## src/rtl/plc_pkg.sv

```systemverilog
// ----------------------------------------------------------------------------
// plc_pkg: shared types and constants for the parallel line constraint block
// Angle format, arctangent table, CORDIC widths and channel payloads.
// ----------------------------------------------------------------------------
package plc_pkg;
	localparam int ANG_BITS    = 18;
	localparam int TOL_BITS    = 17;
	localparam int TABLE_LEN   = 32;
	localparam int COORD_BITS  = 32;
	localparam logic [ANG_BITS-1:0] ANG_PI      = 18'h20000;
	localparam logic [ANG_BITS-1:0] ANG_HALF_PI = 18'h10000;
	localparam logic [31:0] INVK_Q30 = 32'd652032874;

	typedef logic signed [ANG_BITS:0] zang_t;

	typedef struct packed {
		logic signed [COORD_BITS-1:0] first_start_x;
		logic signed [COORD_BITS-1:0] first_start_y;
		logic signed [COORD_BITS-1:0] first_end_x;
		logic signed [COORD_BITS-1:0] first_end_y;
		logic signed [COORD_BITS-1:0] second_start_x;
		logic signed [COORD_BITS-1:0] second_start_y;
		logic signed [COORD_BITS-1:0] second_end_x;
		logic signed [COORD_BITS-1:0] second_end_y;
	} line_pair_t;

	typedef struct packed {
		logic                         lines_valid;
		logic [TOL_BITS-1:0]          angle_error;
		logic                         within_tolerance;
		logic signed [COORD_BITS-1:0] aligned_end_x;
		logic signed [COORD_BITS-1:0] aligned_end_y;
		logic                         end_saturated;
	} result_t;

	function automatic zang_t atan_entry(input int i);
		zang_t r;
		case (i)
			0: r = 19'sd32768;
			1: r = 19'sd19344;
			2: r = 19'sd10221;
			3: r = 19'sd5188;
			4: r = 19'sd2604;
			5: r = 19'sd1303;
			6: r = 19'sd652;
			7: r = 19'sd326;
			8: r = 19'sd163;
			9: r = 19'sd81;
			10: r = 19'sd41;
			11: r = 19'sd20;
			12: r = 19'sd10;
			13: r = 19'sd5;
			14: r = 19'sd3;
			15: r = 19'sd1;
			16: r = 19'sd1;
			default: r = 19'sd0;
		endcase
		return r;
	endfunction
endpackage

```

## src/rtl/plc_cell.sv

```systemverilog
// ----------------------------------------------------------------------------
// plc_cell: one CORDIC iteration for both vectoring units and the rotator
// Registered; advances when enabled.
// ----------------------------------------------------------------------------
module plc_cell #(
	parameter int STAGE = 0,
	parameter int VW    = 40,
	parameter int RW    = 64
) (
	input  logic                  clk,
	input  logic                  en,
	input  logic signed [VW-1:0]  x1_in, y1_in, x2_in, y2_in,
	input  plc_pkg::zang_t        z1_in, z2_in,
	input  logic signed [RW-1:0]  rx_in, ry_in,
	input  plc_pkg::zang_t        rz_in,
	output logic signed [VW-1:0]  x1_out, y1_out, x2_out, y2_out,
	output plc_pkg::zang_t        z1_out, z2_out,
	output logic signed [RW-1:0]  rx_out, ry_out,
	output plc_pkg::zang_t        rz_out
);
	localparam plc_pkg::zang_t AT = plc_pkg::atan_entry(STAGE);

	always_ff @(posedge clk) begin
		if (en) begin
			if (y1_in > 0) begin
				x1_out <= x1_in + (y1_in >>> STAGE);
				y1_out <= y1_in - (x1_in >>> STAGE);
				z1_out <= z1_in + AT;
			end else begin
				x1_out <= x1_in - (y1_in >>> STAGE);
				y1_out <= y1_in + (x1_in >>> STAGE);
				z1_out <= z1_in - AT;
			end
			if (y2_in > 0) begin
				x2_out <= x2_in + (y2_in >>> STAGE);
				y2_out <= y2_in - (x2_in >>> STAGE);
				z2_out <= z2_in + AT;
			end else begin
				x2_out <= x2_in - (y2_in >>> STAGE);
				y2_out <= y2_in + (x2_in >>> STAGE);
				z2_out <= z2_in - AT;
			end
			if (!rz_in[plc_pkg::ANG_BITS]) begin
				rx_out <= rx_in - (ry_in >>> STAGE);
				ry_out <= ry_in + (rx_in >>> STAGE);
				rz_out <= rz_in - AT;
			end else begin
				rx_out <= rx_in + (ry_in >>> STAGE);
				ry_out <= ry_in - (rx_in >>> STAGE);
				rz_out <= rz_in + AT;
			end
		end
	end
endmodule

```

## config.mk

```make
export PLATFORM = sky130hd
export DESIGN_NAME = plc_cell
export DESIGN_NICKNAME = d
export VERILOG_FILES = /design/src/rtl/plc_pkg.sv /design/src/rtl/plc_cell.sv
export SDC_FILE = /design/constraint.sdc
export NUM_CORES = 1
export LEC_CHECK = 0
export ABC_CLOCK_PERIOD_IN_PS = 4100
export BUFFER_PORTS_ARGS = -buffer_cell sky130_fd_sc_hd__buf_2
export CELL_PAD_IN_SITES_DETAIL_PLACEMENT = 1
export CELL_PAD_IN_SITES_GLOBAL_PLACEMENT = 2
export CORE_MARGIN = 2
export CORE_UTILIZATION = 31
export DETAILED_ROUTE_END_ITERATION = 8
export GPL_TIMING_DRIVEN = 0
export PLACE_DENSITY = 0.84
export SYNTH_ARGS = -nofsm -noshare
export SYNTH_HDL_FRONTEND = slang
export SYNTH_SLANG_ARGS = --single-unit
```

## constraint.sdc

```tcl
create_clock -name clk -period 4.1 [get_ports clk]
set_clock_uncertainty 0.05 [all_clocks]
set_input_delay 0.615 -clock clk [delete_from_list [all_inputs] [get_ports clk]]
set_output_delay 0.615 -clock clk [all_outputs]
set_load 0.01 [all_outputs]
```

==> results of run 1 <==
-- power by group --
| group | switching (mW) | leakage (nW) | internal, mW | total [mW] |
|---|---|---|---|---|
| clock | 1.79 | 0.760 | 2.56 | 4.35 |
| sequential | 0.230 | 3.35 | 4.61 | 4.84 |
| combinational | 4.22 | 15.0 | 2.10 | 6.32 |
-- final cells by class --
type                       count  area share
clock inverter                29    0.007400
sequential                   342      0.2318
tap                         1536     0.04339
timing repair buffer         709     0.08276
buffer                       195     0.01754
multi-input combinational   3478      0.5487
inverter                     462     0.03918
antenna                       17   0.0009604
clock buffer                  56     0.02827
-- path summary, 6_finish.rpt --
check	from	end	slack [ns]	depth (start not counted)
min	z2_in[3]	z2_out[3]$_DFFE_PP_	0.1	1
max	rx_in[0]	ry_out[54]$_DFFE_PP_	-0.01	15
-- Yosys cell counts (8+ instances only) --
library cell | count | area (µm²)
a21oi_1 | 635 | 3178
ha_1 | 452 | 5655
inv_1 | 440 | 1652
nor2_1 | 390 | 1464
edfxtp_1 | 342 | 10270
o21ai_0 | 299 | 1496
xnor2_1 | 252 | 2207
nand2_1 | 238 | 893.4
clkbuf_1 | 148 | 555.5
o21bai_1 | 147 | 1104
nor3_1 | 111 | 555.5
a21o_1 | 85 | 638.1
nand4_1 | 81 | 506.7
mux2i_1 | 54 | 540.5
nor4_1 | 53 | 331.6
nand3_1 | 46 | 230.2
o21a_1 | 42 | 315.3
nand2b_1 | 40 | 250.2
a211oi_1 | 39 | 292.8
buf_1 | 37 | 138.9
nor2b_1 | 37 | 231.5
o31ai_1 | 37 | 277.8
a31oi_1 | 34 | 212.7
xor2_1 | 33 | 289.0
o21ai_1 | 26 | 130.1
or3_1 | 26 | 162.7
o31a_1 | 23 | 201.4
a221oi_1 | 21 | 183.9
clkinv_1 | 21 | 78.83
o211ai_1 | 20 | 150.1
or2_2 | 18 | 112.6
a21boi_0 | 15 | 112.6
fa_1 | 12 | 240.2
o221ai_1 | 12 | 105.1
o41ai_1 | 12 | 105.1
and2_1 | 11 | 68.82
o2111ai_1 | 11 | 96.34
and3_1 | 10 | 62.56
o22ai_1 | 10 | 62.56
a2111oi_0 | 8 | 70.07
a211o_1 | 8 | 70.07
-- stage by stage --
| step | worst slack, ns | util | area, µm² | hold WS, ns | TNS, ns |
|---|---|---|---|---|---|
| global placement | -2.954 | 0.3568 | 41960 | 0.7410 | -1072.14 |
| global route | -0.04631 | 0.3764 | 44270 | 0.06596 | -0.08563 |
| finish | -0.01297 | 0.3766 | 44300 | 0.09590 | -0.01297 |
| floorplan | 0.2148 | - | 36580 | 0.6639 | 0 |
| CTS | -0.02834 | 0.3732 | 43890 | 0.05052 | -0.02834 |
| detailed placement | -1.306 | 0.3575 | 42050 | 0.7434 | -87.70 |
-- flip-flops by register name, summed over array words and instances, names as in the netlist --
register,cells
z2_out,19
rx_out,64
rz_out,19
z1_out,19
x1_out,40
y1_out,39
ry_out,63
x2_out,40
y2_out,39
-- kinds of logic after synthesis --
group                    synth area share
multiplexers                      0.01509
buffers and inverters             0.06817
flip-flops                         0.2808
adder cells (fa/ha/maj)            0.1612
AO/OA/AOI/OAI                      0.2656
XOR/XNOR                          0.06824
AND/OR/NAND/NOR                    0.1410
-- metal layers --
| layer | track usage | share of wire | wire length, µm |
|---|---|---|---|
| met1 | 0.3965 | 0.43 | 80370 |
| met2 | 0.4707 | 0.45 | 83210 |
| met3 | 0.05979 | 0.079 | 14610 |
| met4 | 0.09974 | 0.038 | 6972 |
| met5 | 0 | 0.0011 | 196 |
-- repair_timing --
| item | CTS | global route |
|---|---|---|
| gates resized for setup | 47 | 69 |
| hold buffers | 0 | 0 |
| endpoints found under the setup margin | 59 | 70 |
| setup buffers | 2 | 13 |
| pin swaps | 3 | 19 |
==> results.yml, run 1 <==
global_route:
  grt_start_max_net_pins: 114
  grt_pass1_wl_um: 267100
  grt_overflow: 0
  antenna_found_initial: 36
  first_global_vias: 38850
  grt_usage: 0.2951
die:
  die_w_um: 347.5
  fp-row-count: 126
  initial_core_util: 0.3110
  die_h_um: 347.5
  fp.coreArea_um2: 117600
  io_pins: 692
  die-area_um2: 120800
timing:
  setup_viol: 1
  clock.fmax_mhz: 243.1
  fin_crit_sh: 1.003
  min_period_ns: 4.113
  slew_headroom: -0.04963
  fin_ws_ns: -0.01297
  worst_pin_slew_ns: 1.574
  hold_viol: 0
  maxSlewViolCount: 11
final_layout:
  final_cell_mix: "buf_2, a21oi_1, ha_1"
  num-fill-cells: 14330
  syn2layout_area_growth_pct: 21.10
  area.sequential_um2: 10270
  nets: 6046
  drive_gt1_frac: 0.1747
  multi_input_area_um2: 24300
  post_layout_nonfiller_instances: 6824
  layout.cells.most_common: "buf_2"
placed_design:
  dp_cells: 6708
  dpl.hpwl_um: 152000
  gp_congestion: 0.9806
  io_buffer_count: 691
clocking:
  cts_tree: "yes"
  cts_made_buffers: 47
  cts.htree.levels: 2
  clk_pin_slew_worst_paths_ns: 0.06
  cts_sinks: 342
  cts_max_path_buffers: 3
  cts_root_buf: "clkbuf_16"
route:
  drtIter0Drc: 3535
  drt_pass1_iterations: 5
  wirelength_um: 185400
  via_count: 38930
  ant_nets: 0
  drc: 0
  via_per_inst: 5.705
  wl_per_cell_um: 27.16
synthesis:
  synth_ff_type: "edfxtp_1"
  ys_types: 89
  synthArstFlopShare: 0
  synth_cells: 4478
  synth_warnings: 0
  ys_seq_area_frac: 0.2808
  syn_nets: 5289
  syn-cell-area_um2: 36580
  avgSynthCellArea_um2: 8.168
  synth_edf_count: 342
  ys_ff_latch: 342
critical_path:
  cp.arrival_ns: 4.43
  endpoint_kind: "flip-flop"
  path_cells: "buf_2 -> ha_4 -> fa_2 -> nand3b_1 -> a211o_1 -> buf_4 -> a211oi_4 -> nor4_4 -> o41a_1 -> o21a_4 -> o31ai_4 -> a21oi_4 -> o311a_1 -> a21o_1 -> xnor2_2"
  path_class: "in -> reg"
  cp-start-kind: "input pin"
  cp_slowest_cell: "o41a_1"
  cp.required_ns: 4.42
  crit_family: "compound AO/OA/AOI/OAI gates"
  critPathMaxFanout: 4
  path_buf_inv: 2
  cpPeakStageDelay_ns: 0.48
power_and_ir_drop:
  total_power_mw: 15.51
  powerDensity_nw_per_um2: 350.1
  leakagePower_nw: 19.13
  peakVddDrop_v: 0.0002824
run:
  cap_violations: 1
outcome:
  violations: "max-capacitance violations, max-slew violations, negative setup slack"
  status: "complete, but fails checks"
hold_path:
  hp-class: "in -> reg"
Note: power is estimated with default switching activity, not from simulation.
==> run 2, diff against run 1 <==
==> config.mk (replaced) <==
export PLATFORM = sky130hd
export DESIGN_NAME = plc_cell
export DESIGN_NICKNAME = d
export VERILOG_FILES = /design/src/rtl/plc_pkg.sv /design/src/rtl/plc_cell.sv
export SDC_FILE = /design/constraint.sdc
export NUM_CORES = 1
export LEC_CHECK = 0
export ABC_CLOCK_PERIOD_IN_PS = 5100
export BUFFER_PORTS_ARGS = -buffer_cell sky130_fd_sc_hd__buf_2
export CELL_PAD_IN_SITES_DETAIL_PLACEMENT = 1
export CELL_PAD_IN_SITES_GLOBAL_PLACEMENT = 2
export CORE_MARGIN = 2
export CORE_UTILIZATION = 36
export DETAILED_ROUTE_END_ITERATION = 8
export GPL_TIMING_DRIVEN = 0
export PLACE_DENSITY = 0.91
export SYNTH_ARGS = -nofsm -noshare
export SYNTH_HDL_FRONTEND = slang
export SYNTH_SLANG_ARGS = --single-unit
==> constraint.sdc (replaced) <==
create_clock -name clk -period 5.1 [get_ports clk]
set_clock_uncertainty 0.05 [all_clocks]
set_input_delay 0.765 -clock clk [delete_from_list [all_inputs] [get_ports clk]]
set_output_delay 0.765 -clock clk [all_outputs]
set_load 0.01 [all_outputs]
==> results.yml, run 2 (synthesis results as in run 1) <==
timing:
  clock.fmax_mhz: 199.7
  worst_pin_slew_ns: 1.543
  rsz0062_at_grt: "no"
  setup_viol: 0
  slew_headroom: -0.03795
  min_period_ns: 5.007
  hold_viol: 0
  holdWs_ns: 0.2519
  maxSlewViolCount: 5
  fin_crit_sh: 0.9819
  fin_ws_ns: 0.09253
outcome:
  violations: "max-capacitance violations, max-slew violations"
  status: "complete, but fails checks"
die:
  die_w_um: 322.8
  initial_core_util: 0.3642
  fp.coreArea_um2: 100400
  fp-row-count: 116
  die_h_um: 322.8
  die-area_um2: 104200
  io_pins: 692
power_and_ir_drop:
  powerDensity_nw_per_um2: 282.9
  p_sw_frac: 0.3972
  peakVddDrop_v: 0.0003088
  intPower_mw: 7.402
  switchingPower_mw: 4.876
  seqPwrFrac: 0.314
  leakagePower_nw: 18.86
  combPwrFrac: 0.409
  total_power_mw: 12.28
  power.clock.fraction: 0.277
route:
  via_count: 38950
  via_per_inst: 5.876
  wl_per_cell_um: 27.36
  drc: 0
  drt_pass1_iterations: 7
  wirelength_um: 181400
  ant_nets: 0
  drtIter0Drc: 3355
critical_path:
  endpoint_kind: "flip-flop"
  cp.arrival_ns: 5.30
  cp_slowest_cell: "nor4_1"
  path_buf_inv: 3
  cp.required_ns: 5.39
  path_cells: "buf_2 -> inv_1 -> ha_1 -> clkbuf_1 -> a21o_1 -> a31oi_1 -> o22ai_1 -> nor4_1 -> o41a_1 -> o21a_1 -> o31ai_1 -> a21oi_1 -> o21bai_1 -> mux2i_1 -> xnor2_1"
  cpPeakStageDelay_ns: 1.25
  path_class: "in -> reg"
  cp-start-kind: "input pin"
  crit_family: "compound AO/OA/AOI/OAI gates"
  critPathMaxFanout: 10
global_route:
  first_global_vias: 39580
  grt_usage: 0.3361
  antenna_found_initial: 36
  grt_pass1_wl_um: 261800
  grt_overflow: 0
  grt_start_max_net_pins: 105
final_layout:
  post_layout_nonfiller_instances: 6629
  syn2layout_area_growth_pct: 18.64
  final_cell_mix: "buf_2, a21oi_1, ha_1"
  final_util: 0.4321
  top_register: "rx_out"
  layout.cells.most_common: "buf_2"
  largest_reg_flops: 64
  reg_top3: "rx_out x64, ry_out x63"
  drive_gt1_frac: 0.1555
  nets: 6028
clocking:
  cts_root_buf: "clkbuf_16"
  holdBufCountCts: 0
  cts_max_path_buffers: 3
  cts_tree: "yes"
  cts_sinks: 342
  postCtsSetupBuffers: 0
  cts.htree.levels: 2
  clk_pin_slew_worst_paths_ns: 0.07
  cts_made_buffers: 43
placed_design:
  io_buffer_count: 691
  place_ws_ns: -0.4042
  dp_cells: 6529
  gp_congestion: 0.9927
  dpl.hpwl_um: 148800
hold_path:
  hp-class: "in -> reg"
run:
  cap_violations: 1
==> run 2: final cells by class <==
type / count / area, µm²
buffer: 196 / 759.5
clock inverter: 23 / 349.1
inverter: 462 / 1734
clock buffer: 53 / 1156
sequential: 342 / 10270
tap: 1357 / 1698
fill: 12440 / 57040
antenna: 24 / 60.06
timing repair buffer: 694 / 3551
multi-input combinational: 3478 / 23820
==> run 2: power by group through the flow <==
stage          registers, mW  clock network [mW]  logic (mW)
4_1_cts                 3.86                3.48        4.92
5_1_grt                 3.89                3.56        5.36
2_1_floorplan           4.12                   0        2.53
6_report                3.85                3.40        5.03
3_3_place_gp            3.91                   0        4.84
3_5_place_dp            3.91                   0        4.88
==> run 2: metrics by stage <==
step	TNS [ns]	instance area [µm²]
final	0	43400
after global routing	0	43370
after CTS	0	43330
after detailed placement	-2.869	41830
after global placement	-585.21	41730
after floorplan	0	36580
==> run 2: per-layer routing <==
metal / vias to the layer above / wire, µm / track usage
met2: 1855 / 84330 / 0.5613
met5: - / 103 / 0
li1: 17540 / - / -
met1: 19170 / 73800 / 0.4209
met3: 373 / 15610 / 0.07629
met4: 18 / 7545 / 0.1278
==> run 2: path summary, 6_finish.rpt <==
kind	end	start	cells after the start	slack (ns)
min	z2_out[6]$_DFFE_PP_	z2_in[6]	1	0.25
max	ry_out[50]$_DFFE_PP_	rx_in[9]	15	0.09
==> run 2: what timing repair did <==
| action | 4_1_cts | 5_1_grt |
|---|---|---|
| hold endpoints to repair | 0 | 0 |
| gates resized for setup | 0 | 1 |
| setup endpoints to repair | 0 | 1 |
